File: config.mk
export PLATFORM = sky130hd
export DESIGN_NAME = vcm_focus_step_controller
export DESIGN_NICKNAME = d
export VERILOG_FILES = /design/src/rtl/vfsc_pkg.sv /design/src/rtl/vfsc_cfg_regs.sv /design/src/rtl/vfsc_step_track.sv /design/src/rtl/vfsc_code_calc.sv /design/src/rtl/vcm_focus_step_controller.sv
export SDC_FILE = /design/constraint.sdc
export NUM_CORES = 1
export LEC_CHECK = 0
export BUFFER_PORTS_ARGS = -buffer_cell sky130_fd_sc_hd__buf_2
export CELL_PAD_IN_SITES_DETAIL_PLACEMENT = 1
export CELL_PAD_IN_SITES_GLOBAL_PLACEMENT = 2
export CORE_MARGIN = 2
export CORE_UTILIZATION = 43
export CTS_CLUSTER_DIAMETER = 200
export DETAILED_ROUTE_END_ITERATION = 10
export PLACE_DENSITY = 0.82
export SYNTH_ARGS = -nofsm -noshare
export SYNTH_HDL_FRONTEND = slang
export SYNTH_SLANG_ARGS = --single-unit
export TNS_END_PERCENT = 100
File: constraint.sdc
create_clock -name clk -period 17.08 [get_ports clk]
set_clock_uncertainty 0.15 [all_clocks]
set_input_delay 2.562 -clock clk [delete_from_list [all_inputs] [get_ports clk]]
set_output_delay 2.562 -clock clk [all_outputs]
set_load 0.05 [all_outputs]
File: src/rtl/vfsc_pkg.sv
`default_nettype none

package vfsc_pkg;

	localparam int TABLE_STEPS_DEF  = 30;
	localparam int LINEAR_STEPS_DEF = 256;
	localparam int ROM_LAST         = 30;

	localparam int CODE_W    = 10;
	localparam int POS_W     = 9;
	localparam int WORD_W    = 16;
	localparam int STEPS_W   = 16;
	localparam int DIFF_W    = 8;
	localparam int INF_W     = 15;
	localparam int DMAG_W    = 16;
	localparam int X_W       = DIFF_W + DMAG_W;
	localparam int IDX_W     = 5;
	localparam int DEST_W    = 18;
	localparam int CFG_IDX_W = 3;

	localparam logic [CODE_W-1:0] CODE_MAX = 10'd1023;
	localparam int LINEAR_SHIFT = 2;

	localparam logic [WORD_W-1:0] DEV_FIRST  = 16'd160;
	localparam logic [WORD_W-1:0] DEV_SECOND = 16'd60;

	localparam logic [1:0] MODE_NEAR    = 2'd0;
	localparam logic [1:0] MODE_FAR     = 2'd1;
	localparam logic [1:0] MODE_INIT    = 2'd2;
	localparam logic [1:0] MODE_ILLEGAL = 2'd3;

	localparam logic [CFG_IDX_W-1:0] REG_RAWCHIP_MODE  = 3'd0;
	localparam logic [CFG_IDX_W-1:0] REG_VENDOR_FIRST  = 3'd1;
	localparam logic [CFG_IDX_W-1:0] REG_OTP_INFINITY  = 3'd2;
	localparam logic [CFG_IDX_W-1:0] REG_OTP_MACRO     = 3'd3;
	localparam logic [CFG_IDX_W-1:0] REG_RAWCHIP_START = 3'd4;

	localparam logic [CODE_W-1:0] ROM_FIRST [0:ROM_LAST] = '{
		10'd304, 10'd309, 10'd314, 10'd319, 10'd324, 10'd329, 10'd333, 10'd339,
		10'd344, 10'd350, 10'd355, 10'd361, 10'd366, 10'd372, 10'd378, 10'd385,
		10'd391, 10'd399, 10'd406, 10'd416, 10'd425, 10'd436, 10'd446, 10'd485,
		10'd469, 10'd482, 10'd494, 10'd508, 10'd522, 10'd537, 10'd552};

	localparam logic [CODE_W-1:0] ROM_SECOND [0:ROM_LAST] = '{
		10'd225, 10'd229, 10'd233, 10'd237, 10'd241, 10'd245, 10'd249, 10'd254,
		10'd258, 10'd263, 10'd267, 10'd272, 10'd276, 10'd281, 10'd286, 10'd291,
		10'd296, 10'd303, 10'd309, 10'd317, 10'd324, 10'd333, 10'd341, 10'd351,
		10'd360, 10'd371, 10'd381, 10'd393, 10'd404, 10'd417, 10'd429};

	typedef struct packed {
		logic [1:0]                mode;
		logic signed [STEPS_W-1:0] step_count;
	} cmd_t;

	typedef struct packed {
		logic              write_valid;
		logic [CODE_W-1:0] dac_code;
		logic [POS_W-1:0]  step_position;
		logic              status;
	} res_t;

	typedef struct packed {
		logic              rawchip;
		logic              first;
		logic              calibrated;
		logic [INF_W-1:0]  cal_inf;
		logic              dneg;
		logic [DMAG_W-1:0] dmag;
		logic [CODE_W-1:0] start;
	} cfg_t;

	typedef struct packed {
		logic              write_valid;
		logic              status;
		logic [POS_W-1:0]  pos;
		logic              scale;
		logic [CODE_W-1:0] direct_code;
		logic [DIFF_W-1:0] diff;
	} trk_t;

	function automatic logic [CODE_W-1:0] rom_code(input logic first,
			input logic [IDX_W-1:0] idx);
		logic [IDX_W-1:0] i;
		i = (idx > IDX_W'(ROM_LAST)) ? IDX_W'(ROM_LAST) : idx;
		return first ? ROM_FIRST[i] : ROM_SECOND[i];
	endfunction

endpackage

`default_nettype wire

File: src/rtl/vfsc_cfg_regs.sv
`default_nettype none

module vfsc_cfg_regs (
	input  wire logic                              clk,
	input  wire logic                              arst_n,
	input  wire logic                              cfg_valid,
	output logic                                   cfg_ready,
	input  wire logic [vfsc_pkg::CFG_IDX_W-1:0]    cfg_index,
	input  wire logic [vfsc_pkg::WORD_W-1:0]       cfg_data,
	output vfsc_pkg::cfg_t                         cfg
);

	logic                            rawchip_q;
	logic                            first_q;
	logic [vfsc_pkg::WORD_W-1:0]     inf_word_q;
	logic [vfsc_pkg::WORD_W-1:0]     macro_word_q;
	logic [vfsc_pkg::CODE_W-1:0]     start_q;

	logic [vfsc_pkg::WORD_W-1:0]     dev;
	logic [vfsc_pkg::INF_W-1:0]      inf;
	logic [vfsc_pkg::WORD_W-1:0]     inf_ext;

	assign cfg_ready = 1'b1;

	always_ff @(posedge clk or negedge arst_n) begin
		if (!arst_n) begin
			rawchip_q    <= 1'b1;
			first_q      <= 1'b0;
			inf_word_q   <= '0;
			macro_word_q <= '0;
			start_q      <= '0;
		end else if (cfg_valid && cfg_ready) begin
			unique case (cfg_index)
				vfsc_pkg::REG_RAWCHIP_MODE:  rawchip_q    <= cfg_data[0];
				vfsc_pkg::REG_VENDOR_FIRST:  first_q      <= cfg_data[0];
				vfsc_pkg::REG_OTP_INFINITY:  inf_word_q   <= cfg_data;
				vfsc_pkg::REG_OTP_MACRO:     macro_word_q <= cfg_data;
				vfsc_pkg::REG_RAWCHIP_START: start_q      <= cfg_data[vfsc_pkg::CODE_W-1:0];
				default: begin
				end
			endcase
		end
	end

	// Calibrated infinity: the word read as signed, less the vendor deviation, floored at 0.
	always_comb begin
		dev = first_q ? vfsc_pkg::DEV_FIRST : vfsc_pkg::DEV_SECOND;
		priority if (inf_word_q[vfsc_pkg::WORD_W-1]) begin
			inf = '0;
		end else if (inf_word_q > dev) begin
			inf = vfsc_pkg::INF_W'(inf_word_q - dev);
		end else begin
			inf = '0;
		end
		inf_ext = vfsc_pkg::WORD_W'(inf);

		cfg.rawchip    = rawchip_q;
		cfg.first      = first_q;
		cfg.calibrated = (|inf_word_q) || (|macro_word_q);
		cfg.cal_inf    = inf;
		cfg.dneg       = macro_word_q < inf_ext;
		cfg.dmag       = cfg.dneg ? (inf_ext - macro_word_q) : (macro_word_q - inf_ext);
		cfg.start      = start_q;
	end

endmodule

`default_nettype wire

File: src/rtl/vfsc_step_track.sv
`default_nettype none

module vfsc_step_track #(
	parameter int TABLE_STEPS  = vfsc_pkg::TABLE_STEPS_DEF,
	parameter int LINEAR_STEPS = vfsc_pkg::LINEAR_STEPS_DEF
) (
	input  wire logic           clk,
	input  wire logic           arst_n,
	input  wire logic           cmd_valid,
	output logic                cmd_stall,
	input  wire vfsc_pkg::cmd_t cmd,
	input  wire vfsc_pkg::cfg_t cfg,
	input  wire logic           take,
	output logic                trk_valid,
	output vfsc_pkg::trk_t      trk
);

	localparam int DW = vfsc_pkg::DEST_W;
	localparam int PW = vfsc_pkg::POS_W;
	localparam int CW = vfsc_pkg::CODE_W;
	localparam logic signed [DW-1:0] TOTAL_TABLE  = DW'(TABLE_STEPS);
	localparam logic signed [DW-1:0] TOTAL_LINEAR = DW'(LINEAR_STEPS);

	logic                 v_s1;
	vfsc_pkg::cmd_t       cmd_s1;
	logic                 v_s2;
	vfsc_pkg::trk_t       trk_s2;
	logic [PW-1:0]        cur_q;

	logic                 rdy_s1;
	logic                 rdy_s2;
	logic signed [DW-1:0] n_ext;
	logic signed [DW-1:0] delta;
	logic signed [DW-1:0] dest;
	logic signed [DW-1:0] total;
	logic [PW-1:0]        target;
	logic [vfsc_pkg::IDX_W-1:0] idx;
	logic [CW-1:0]        lin;
	logic [CW-1:0]        rom;
	logic [CW-1:0]        rom0;
	vfsc_pkg::trk_t       nxt;

	assign rdy_s2    = !v_s2 || take;
	assign rdy_s1    = !v_s1 || rdy_s2;
	assign cmd_stall = !rdy_s1;
	assign trk_valid = v_s2;
	assign trk       = trk_s2;

	always_comb begin
		n_ext = {{(DW - vfsc_pkg::STEPS_W){cmd_s1.step_count[vfsc_pkg::STEPS_W-1]}},
			cmd_s1.step_count};
		delta = (cmd_s1.mode == vfsc_pkg::MODE_NEAR) ? n_ext : -n_ext;
		dest  = $signed({{(DW - PW){1'b0}}, cur_q}) + delta;
		total = cfg.rawchip ? TOTAL_LINEAR : TOTAL_TABLE;
		priority if (dest < 0) begin
			target = '0;
		end else if (dest > total) begin
			target = PW'(total);
		end else begin
			target = PW'(dest);
		end

		nxt = '0;
		unique case (cmd_s1.mode)
			vfsc_pkg::MODE_INIT: begin
				nxt.write_valid = 1'b1;
				nxt.pos         = '0;
			end
			vfsc_pkg::MODE_ILLEGAL: begin
				nxt.status = 1'b1;
				nxt.pos    = cur_q;
			end
			default: begin
				nxt.write_valid = (target != cur_q);
				nxt.pos         = target;
			end
		endcase

		// Table positions never exceed the table length, so the ROM index only saturates
		// when the table is longer than the ROM.
		idx  = (nxt.pos > PW'(vfsc_pkg::ROM_LAST)) ? vfsc_pkg::IDX_W'(vfsc_pkg::ROM_LAST)
			: nxt.pos[vfsc_pkg::IDX_W-1:0];
		lin  = cfg.start + CW'((PW + vfsc_pkg::LINEAR_SHIFT)'(nxt.pos) << vfsc_pkg::LINEAR_SHIFT);
		rom  = vfsc_pkg::rom_code(cfg.first, idx);
		rom0 = vfsc_pkg::rom_code(cfg.first, '0);
		priority if (cfg.rawchip) begin
			nxt.direct_code = lin;
		end else if (nxt.pos == '0) begin
			nxt.direct_code = cfg.calibrated ? cfg.cal_inf[CW-1:0] : rom0;
		end else if (cfg.calibrated) begin
			nxt.scale = 1'b1;
			nxt.diff  = vfsc_pkg::DIFF_W'(rom - rom0);
		end else begin
			nxt.direct_code = rom;
		end
	end

	always_ff @(posedge clk or negedge arst_n) begin
		if (!arst_n) begin
			v_s1  <= 1'b0;
			v_s2  <= 1'b0;
			cur_q <= '0;
		end else begin
			if (rdy_s1) begin
				v_s1 <= cmd_valid;
			end
			if (rdy_s2) begin
				v_s2 <= v_s1;
				if (v_s1) begin
					cur_q <= nxt.pos;
				end
			end
		end
	end

	always_ff @(posedge clk) begin
		if (cmd_valid && rdy_s1) begin
			cmd_s1 <= cmd;
		end
		if (v_s1 && rdy_s2) begin
			trk_s2 <= nxt;
		end
	end

endmodule

`default_nettype wire

File: src/rtl/vfsc_code_calc.sv
`default_nettype none

module vfsc_code_calc #(
	parameter int TABLE_STEPS = vfsc_pkg::TABLE_STEPS_DEF
) (
	input  wire logic                        clk,
	input  wire logic                        arst_n,
	input  wire logic                        trk_valid,
	input  wire vfsc_pkg::trk_t              trk,
	output logic                             take,
	input  wire vfsc_pkg::cfg_t              cfg,
	input  wire logic                        out_rdy,
	output logic                             calc_valid,
	output vfsc_pkg::trk_t                   calc,
	output logic [vfsc_pkg::X_W-1:0]         q
);

	localparam int XW   = vfsc_pkg::X_W;
	localparam int LAST = (TABLE_STEPS > vfsc_pkg::ROM_LAST) ? vfsc_pkg::ROM_LAST : TABLE_STEPS;
	localparam int SPAN_FIRST  = int'(vfsc_pkg::ROM_FIRST[LAST]) - int'(vfsc_pkg::ROM_FIRST[0]);
	localparam int SPAN_SECOND = int'(vfsc_pkg::ROM_SECOND[LAST]) - int'(vfsc_pkg::ROM_SECOND[0]);
	localparam int SPAN_MAX = (SPAN_FIRST > SPAN_SECOND) ? SPAN_FIRST : SPAN_SECOND;
	localparam int SPAN_MIN = (SPAN_FIRST > SPAN_SECOND) ? SPAN_SECOND : SPAN_FIRST;
	// With the shift at least the dividend width plus the divisor's bit length, the
	// rounded-up reciprocal gives the exact floor for every dividend below 2**XW.
	localparam int SHIFT     = XW + $clog2(SPAN_MAX);
	localparam int FLOOR_MIN = $clog2(SPAN_MIN + 1) - 1;
	localparam int RECIP_W   = SHIFT - FLOOR_MIN + 1;
	localparam int PROD_W    = XW + RECIP_W;
	localparam logic [63:0] ONE_SHIFTED  = 64'd1 << SHIFT;
	localparam logic [63:0] RECIP_FIRST  =
		(ONE_SHIFTED + 64'(SPAN_FIRST) - 64'd1) / 64'(SPAN_FIRST);
	localparam logic [63:0] RECIP_SECOND =
		(ONE_SHIFTED + 64'(SPAN_SECOND) - 64'd1) / 64'(SPAN_SECOND);

	logic                v_s3;
	vfsc_pkg::trk_t      trk_s3;
	logic [XW-1:0]       x_s3;
	logic                v_s4;
	vfsc_pkg::trk_t      trk_s4;
	logic [XW-1:0]       q_s4;

	logic                rdy_s3;
	logic                rdy_s4;
	logic [XW-1:0]       x_nxt;
	logic [RECIP_W-1:0]  recip;
	logic [PROD_W-1:0]   prod;

	assign rdy_s4     = !v_s4 || out_rdy;
	assign rdy_s3     = !v_s3 || rdy_s4;
	assign take       = rdy_s3;
	assign calc_valid = v_s4;
	assign calc       = trk_s4;
	assign q          = q_s4;

	always_comb begin
		x_nxt = XW'(trk.diff) * XW'(cfg.dmag);
		recip = cfg.first ? RECIP_W'(RECIP_FIRST) : RECIP_W'(RECIP_SECOND);
		prod  = PROD_W'(x_s3) * PROD_W'(recip);
	end

	always_ff @(posedge clk or negedge arst_n) begin
		if (!arst_n) begin
			v_s3 <= 1'b0;
			v_s4 <= 1'b0;
		end else begin
			if (rdy_s3) begin
				v_s3 <= trk_valid;
			end
			if (rdy_s4) begin
				v_s4 <= v_s3;
			end
		end
	end

	always_ff @(posedge clk) begin
		if (trk_valid && rdy_s3) begin
			trk_s3 <= trk;
			x_s3   <= x_nxt;
		end
		if (v_s3 && rdy_s4) begin
			trk_s4 <= trk_s3;
			q_s4   <= XW'(prod[PROD_W-1:SHIFT]);
		end
	end

endmodule

`default_nettype wire

File: src/rtl/vcm_focus_step_controller.sv
`default_nettype none

// Channel   Direction  Handshake              Word
// cmd       in         cmd_valid / cmd_stall  vfsc_pkg::cmd_t (mode, step_count)
// res       out        res_valid / res_stall  vfsc_pkg::res_t (write_valid .. status)
// cfg       in         cfg_valid / cfg_ready  cfg_index, cfg_data
//
// A command word takes five register stages: input, position update and code lookup,
// offset times calibrated range, reciprocal multiply for the divide by the table span,
// then the final add, clamp and result register. One word per cycle is sustained while
// res_stall is low, and the position register is updated in the second stage so that
// back-to-back moves see each other. Reset loads the register defaults (raw-chip mode
// on) and position zero; there is no clearing pass. cmd_stall rises only when every
// stage holds a word and the result is stalled.

module vcm_focus_step_controller #(
	parameter int TABLE_STEPS  = vfsc_pkg::TABLE_STEPS_DEF,
	parameter int LINEAR_STEPS = vfsc_pkg::LINEAR_STEPS_DEF
) (
	input  wire logic                           clk,
	input  wire logic                           arst_n,
	input  wire logic                           cmd_valid,
	output logic                                cmd_stall,
	input  wire vfsc_pkg::cmd_t                 cmd,
	output logic                                res_valid,
	input  wire logic                           res_stall,
	output vfsc_pkg::res_t                      res,
	input  wire logic                           cfg_valid,
	output logic                                cfg_ready,
	input  wire logic [vfsc_pkg::CFG_IDX_W-1:0] cfg_index,
	input  wire logic [vfsc_pkg::WORD_W-1:0]    cfg_data
);

	localparam int CW     = vfsc_pkg::CODE_W;
	localparam int V_W    = vfsc_pkg::X_W + 2;
	localparam int POS_TOP = (TABLE_STEPS > LINEAR_STEPS) ? TABLE_STEPS : LINEAR_STEPS;

	vfsc_pkg::cfg_t          cfg;
	logic                    trk_valid;
	vfsc_pkg::trk_t          trk;
	logic                    take;
	logic                    calc_valid;
	vfsc_pkg::trk_t          calc;
	logic [vfsc_pkg::X_W-1:0] q;
	logic                    out_rdy;

	logic                    res_valid_q;
	vfsc_pkg::res_t          res_q;
	logic [V_W-1:0]          vsum;
	logic [CW-1:0]           scaled;
	vfsc_pkg::res_t          res_nxt;

	vfsc_cfg_regs u_cfg (
		.clk       (clk),
		.arst_n    (arst_n),
		.cfg_valid (cfg_valid),
		.cfg_ready (cfg_ready),
		.cfg_index (cfg_index),
		.cfg_data  (cfg_data),
		.cfg       (cfg)
	);

	vfsc_step_track #(
		.TABLE_STEPS  (TABLE_STEPS),
		.LINEAR_STEPS (LINEAR_STEPS)
	) u_track (
		.clk       (clk),
		.arst_n    (arst_n),
		.cmd_valid (cmd_valid),
		.cmd_stall (cmd_stall),
		.cmd       (cmd),
		.cfg       (cfg),
		.take      (take),
		.trk_valid (trk_valid),
		.trk       (trk)
	);

	vfsc_code_calc #(
		.TABLE_STEPS (TABLE_STEPS)
	) u_calc (
		.clk        (clk),
		.arst_n     (arst_n),
		.trk_valid  (trk_valid),
		.trk        (trk),
		.take       (take),
		.cfg        (cfg),
		.out_rdy    (out_rdy),
		.calc_valid (calc_valid),
		.calc       (calc),
		.q          (q)
	);

	assign out_rdy   = !res_valid_q || !res_stall;
	assign res_valid = res_valid_q;
	assign res       = res_q;

	// The quotient is truncated toward zero, so the sign of the range is applied afterwards.
	always_comb begin
		vsum = cfg.dneg ? (V_W'(cfg.cal_inf) - V_W'(q)) : (V_W'(cfg.cal_inf) + V_W'(q));
		priority if (vsum[V_W-1]) begin
			scaled = '0;
		end else if (vsum > V_W'(vfsc_pkg::CODE_MAX)) begin
			scaled = vfsc_pkg::CODE_MAX;
		end else begin
			scaled = vsum[CW-1:0];
		end

		res_nxt.write_valid   = calc.write_valid;
		res_nxt.step_position = calc.pos;
		res_nxt.status        = calc.status;
		if (calc.write_valid) begin
			res_nxt.dac_code = calc.scale ? scaled : calc.direct_code;
		end else begin
			res_nxt.dac_code = '0;
		end
	end

	always_ff @(posedge clk or negedge arst_n) begin
		if (!arst_n) begin
			res_valid_q <= 1'b0;
		end else if (out_rdy) begin
			res_valid_q <= calc_valid;
		end
	end

	always_ff @(posedge clk) begin
		if (calc_valid && out_rdy) begin
			res_q <= res_nxt;
		end
	end

	a_no_code_without_write: assert property (@(posedge clk) disable iff (!arst_n)
		res_valid && !res.write_valid |-> res.dac_code == '0)
		else $error("dac code set on a word without a DAC write");

	a_rejected_no_write: assert property (@(posedge clk) disable iff (!arst_n)
		res_valid && res.status |-> !res.write_valid)
		else $error("rejected command issued a DAC write");

	a_position_bound: assert property (@(posedge clk) disable iff (!arst_n)
		res_valid |-> res.step_position <= vfsc_pkg::POS_W'(POS_TOP))
		else $error("step position beyond the longest step range");

	a_stall_only_when_full: assert property (@(posedge clk) disable iff (!arst_n)
		!res_valid |-> !cmd_stall)
		else $error("command stalled while the result register is empty");

endmodule

`default_nettype wire
Yosys cells after proc, flatten, opt, wreduce, memory -nomap -nowiden
Memories as Yosys holds them, arrays and structs flattened.
Cells that the tools add are included.
W data, S select, Z words.
{"block": "op_classes", "addsub": 9, "mul": 2, "n_lt_le_gt_ge": 8, "eq_ne": 7, "mux": 29, "n_bitwise": 2, "n_reduce_logical": 31}
{"cell": "$mux W10", "n": 12}
{"cell": "$mul A24 B26 Y50", "n": 1}
{"cell": "$mux W9", "n": 4}
{"cell": "$reduce_or A16 Y1", "n": 2}
{"cell": "$mux W15", "n": 2}
{"cell": "$gt A26 B10 Y1 const B", "n": 1}
{"cell": "$mux W26", "n": 1}
{"cell": "$mul A8 B16 Y24", "n": 1}
{"cell": "$mux W23", "n": 1}
{"cell": "$add A15 B18 Y19", "n": 1}
{"cell": "$sub A15 B18 Y19", "n": 1}
{"cell": "$add A10 B18 Y18", "n": 1}
{"cell": "$gt A18 B10 Y1", "n": 1}
{"cell": "$lt A18 B1 Y1 const B", "n": 1}
{"cell": "$mux W18", "n": 1}
{"cell": "$neg A16 Y18", "n": 1}
{"cell": "$pmux W9 S2", "n": 1}
{"cell": "$gt A16 B8 Y1", "n": 1}
{"cell": "$lt A16 B15 Y1", "n": 1}
{"cell": "$mux W16", "n": 1}
{"cell": "$sub A15 B16 Y16", "n": 1}
{"cell": "$sub A16 B15 Y16", "n": 1}
{"cell": "$sub A15 B15 Y15", "n": 1}
{"cell": "$reduce_and A2 Y1", "n": 6}
{"cell": "24 further kinds", "n": 43}
{"block": "totals", "reg_bits": 213, "romBits": 640, "inputBits": 42, "mem_count": 2}
{"memory": "(name not given)", "words": 32, "word_bits": 10, "read_ports": 1, "rd_ports_with_merged_regs": 0, "write_ports": 0, "line_no": "vfsc_pkg.sv:85", "text": "return first ? ROM_FIRST[i] : ROM_SECOND[i];"}
{"memory": "(name not given)", "words": 32, "word_bits": 10, "read_ports": 1, "rd_ports_with_merged_regs": 0, "write_ports": 0, "line_no": "vfsc_pkg.sv:85"}

Longest topological paths before layout
{"block": "logic_depth", "depth_word": 19, "depth_mapped": 58}

Modules after synthesis
Synthesis repeated with hierarchy kept, for this count alone.
{"block": "hier_totals", "hier_cells": 3020, "hier_area_um2": 28872.7}
{"module": "vfsc_code_calc", "instances": 1, "cells_each": 1662, "area_each_um2": 16738.6, "seq_area_each_um2": 3083.0}
{"module": "vfsc_step_track", "instances": 1, "cells_each": 589, "area_each_um2": 5378.9, "seq_area_each_um2": 1716.6}
{"module": "vfsc_cfg_regs", "instances": 1, "cells_each": 390, "area_each_um2": 3712.3, "seq_area_each_um2": 1102.3}
{"module": "vcm_focus_step_controller", "instances": 1, "cells_each": 379, "area_each_um2": 3042.9, "seq_area_each_um2": 655.6}

Least setup slack after synthesis
No wires, ideal clock.
{"block": "synth_path", "path_kind": "flip-flop to flip-flop", "startpoint": "reg u_cfg.first_q", "endpoint": "reg u_calc.x_s3[23], data pin", "arrival_ns": 11.565, "setup_slack_ns": 5.207, "stages_incl_launch_ff": 53, "path_buffers": 7, "period_less_slack_ns": 11.873, "cell_sequence": "dfrtp_1 -> clkbuf_1 -> inv_1 -> clkbuf_1 -> clkbuf_1 -> buf_1 -> clkbuf_1 -> ha_1 -> fa_1 -> nor2b_1 -> o21ai_0 -> nand2b_1 -> a21o_1 -> nand2_1 -> a21oi_1 -> nand2_1 -> inv_1 -> ha_1 -> [17 not listed] -> fa_1 -> inv_1 -> fa_1 -> fa_1 -> ha_1 -> a21boi_0 -> o21ai_0 -> a21boi_0 -> o21ai_0 -> a21boi_0 -> o21ai_0 -> a21boi_0 -> o21ai_0 -> a21boi_0 -> o2111ai_1 -> nand3_1 -> a2111o_1 -> o211ai_1"}
{"block": "synth_via", "elab_chain_len": 7, "word_cells_on_any_way": 10}
{"item": "start: declaration", "line_no": "vfsc_cfg_regs.sv:14", "text": "logic first_q;"}
{"item": "start signal: assignment", "line_no": "vfsc_cfg_regs.sv:35", "text": "vfsc_pkg::REG_VENDOR_FIRST: first_q <= cfg_data[0];"}
{"item": "$mux W8 (*)", "line_no": "vfsc_cfg_regs.sv:47", "text": "dev = first_q ? vfsc_pkg::DEV_FIRST : vfsc_pkg::DEV_SECOND;"}
{"item": "$sub A15 B15 Y15 or $gt A16 B8 Y1 (tied branches)", "line_no": "vfsc_cfg_regs.sv:51, vfsc_cfg_regs.sv:50"}
{"item": "$mux W15 (*)", "line_no": "vfsc_cfg_regs.sv:50", "text": "end else if (inf_word_q > dev) begin"}
{"item": "$mux W15 (*)", "line_no": "vfsc_cfg_regs.sv:48", "text": "priority if (inf_word_q[vfsc_pkg::WORD_W-1]) begin"}
{"item": "$sub A16 B15 Y16 (tied with other cells)", "line_no": "vfsc_cfg_regs.sv:62", "text": "cfg.dmag = cfg.dneg ? (inf_ext - macro_word_q) : (macro_word_q - inf_ext);"}
{"item": "$mux W16 (*)", "line_no": "vfsc_cfg_regs.sv:62"}
{"item": "$mul A8 B16 Y24 (*)", "line_no": "vfsc_code_calc.sv:57", "text": "x_nxt = XW'(trk.diff) * XW'(cfg.dmag);"}
{"item": "net u_calc.x_nxt[23]", "line_no": "vfsc_code_calc.sv:45", "text": "logic [XW-1:0] x_nxt;"}
{"item": "end signal: assignment", "line_no": "vfsc_code_calc.sv:79", "text": "x_s3 <= x_nxt;"}
{"item": "end: declaration", "line_no": "vfsc_code_calc.sv:38", "text": "logic [XW-1:0] x_s3;"}
The timed path passes the listed nets; every way through them passes the cells marked *.
A chain may end at the register's enable or synchronous reset.

Final worst setup path
Ends and elaborated chain as after synthesis.

==> results_dict.tcl <==
set metrics [dict create \
    yosysMostFrequentCell "inv_1" \
    start_kind "flop" \
    ioPinCount 66 \
    holdCritStartpoint "u_track.trk[9]" \
    yosys.area.top_type "ha_1" \
    n_antenna_cell 0 \
    rsz0062_at_grt "no" \
    cts_made_buffers 26 \
    drive_above_1_share_pct 7.64 \
    coreArea_sq_um 60400 \
    timing.final.crit_period_ns 12.28 \
    hpwl_mm 60.3 \
    grt_overflow 0 \
    finalSetupViolations 0 \
    dieArea_sq_um 63100 \
    root_buffer "clkbuf_16" \
    grt_start_max_net_pins 59 \
    num_vias 19495 \
    crit_arrival_ns 12.54 \
    synth_cell_types 92 \
    met2_usage_pct 41.1 \
    ys_warn_count 0 \
    fin_crit_sh_pct 71.9 \
    antenna_left 0 \
    maxSlewViolCount 0 \
    avgSynthCellArea_sq_um 9.70 \
    worstSetupPathType "flop to flop" \
    reg2reg_from "u_cfg.first_q" \
    synth_top_area_share_pct 19.4 \
    drc_errors 0 \
    hold_end "u_calc.trk_s3[9]" \
    routed_wl_mm 73.3 \
    cp_max_fo 42 \
    nNetsFinal 3496 \
    crit_slowest_cell "xnor2_1" \
    synth_ff_type "edfxtp_1" \
    dr.pass1.iters 5 \
    reg2reg_to "u_calc.x_s3[23]" \
    die_y_um 251 \
    synth-edff-count 155 \
    min_delay_path_depth 0 \
    io_buffers 64 \
    grt_pass1_wl_mm 119 \
    syn_inst 2709 \
    fmax_mhz 81.5 \
    status "completed" \
    slew_headroom_pct 20.0 \
    cts_tree "done" \
    cts_max_path_buffers 3 \
    ff2ff_path_depth 48 \
    hold_path_class "flop to flop" \
    ys_top_cells_by_area "ha_1, fa_1, edfxtp_1, inv_1, dfrtp_1" \
    r2r_slack_ns 4.80 \
    cp_slowest_stage_delay_ns 0.68 \
    htreeDepth 1 \
    antenna_found_initial 0 \
    hold_violations 0 \
    use_met1_pct 32.7 \
    clk_latency_ns 0.59 \
    wl_per_cell_um 20.4 \
    synth_area_sq_um 26300 \
    path_clk_slew_ns 0.07 \
    synth_commonest_cells "inv_1, ha_1, fa_1, nand2_1, edfxtp_1" \
    grt_pass1_vias 21517 \
    cts.sink_count 213 \
    syn2layout_area_growth_pct 8.35 \
    end_kind "flop" \
    via_per_inst 5.42 \
    gr-usage-all-layers_pct 23.9 \
    async_flop_share_pct 27.2 \
    cts_setup_buffers 0 \
    cts_resized 0 \
    fillers 6841 \
    ys_seq_elements 213 \
    drtIter0Drc 1027 \
    maxCapViolCount 0 \
    gp_congestion 0.873 \
    ctsHoldBuffers 0 \
    fin_tns_setup_ns 0 \
    grt_util_met3_pct 1.98 \
    initial_utilization_pct 43.5 \
    grt-busiest-layer "met2" \
    die_x_um 251 \
    tightest_slew_ns 1.19 \
    worstPathRequired_ns 17.34 \
    yosysSeqAreaShare_pct 23.2 \
    num_rows 90 \
]
==> critical path: cells and delay by family (launching register included) <==
family	cells	cell delay (ns)
adders and majority gates	9	3.43
buffers and inverters	7	0.98
xor gates and xnor gates	1	0.68
and+or+nand+nor	7	1.08
AOI/OAI and AO/OA	23	5.17
muxes	1	0.18
DFF	1	0.39
==> per-stage QoR <==
step	setup WS [ns]	utilization, %	std cells	hold WS [ns]	cell area [sq um]
floorplan	5.21	-	2756	0.250	26500
global placement	5.10	45.7	3547	0.252	27600
detailed placement	4.91	45.7	3547	0.256	27600
CTS	4.81	47.2	3595	0.245	28500
global route	3.81	47.2	3595	0.267	28500
finish	4.80	47.2	3595	0.256	28500
==> layout make-up <==
class                      count  area (sq um)  area share (%)
clock buffer                  39           793            2.79
inverter                     465          1750            6.13
timing repair buffer          80           440            1.55
multi-input combinational   2007         18300            64.3
tap                          782           978            3.44
sequential                   213          6110            21.5
clock inverter                 9          85.1           0.299
==> routing by layer <==
layer	wire length [um]	share of wire, %
met1	34100	46
met2	35400	48
met3	1900	2.6
met4	1870	2.5
met5	0	0
==> sequential cells by signal, indices dropped and copies added (netlist names), 9 cells and up <==
signal,cells
u_track.cmd_s1,18
u_track.cur_q,9
u_track.trk,30
res,21
u_calc.x_s3,24
u_cfg.inf_word_q,16
u_calc.calc,22
u_calc.q,18
u_calc.trk_s3,22
u_cfg.macro_word_q,16
u_cfg.start_q,10
==> cell usage in the layout (no fill, tap or decap), drive strengths merged, types with 45 or more instances in the layout <==
cell / n
nor2: 114
and2: 73
o21ai: 109
fa: 253
xnor2: 72
dfrtp: 57
ha: 408
mux2: 45
buf: 80
nor3: 46
inv: 467
nand2: 239
a21oi: 123
conb: 49
edfxtp: 155
==> cells by family after synthesis <==
group	Yosys count	share of synthesized area [%]
AOI/OAI and AO/OA	486	12.4
xor gates and xnor gates	96	3.23
adders and majority gates	661	38.7
buffers and inverters	536	7.81
DFF	213	23.2
muxes	55	2.31
other	2	0.0286
and+or+nand+nor	660	12.3
==> worst max path at each step <==
stage	from	to	slack, ns	depth (start not counted)
4_1_cts	u_cfg.first_q	u_calc.x_s3[23]	4.81	48
3_3_place_gp	u_cfg.first_q	u_calc.x_s3[23]	5.10	48
5_1_grt	u_cfg.first_q	u_calc.x_s3[23]	3.81	48
2_1_floorplan	u_cfg.first_q	u_calc.x_s3[23]	5.21	52
6_report	u_cfg.first_q	u_calc.x_s3[23]	4.80	48
3_5_place_dp	u_cfg.first_q	u_calc.x_s3[23]	4.91	48
Power is not shown: default switching activity piles up to over one toggle a cycle in this logic, so the estimate is an artifact.
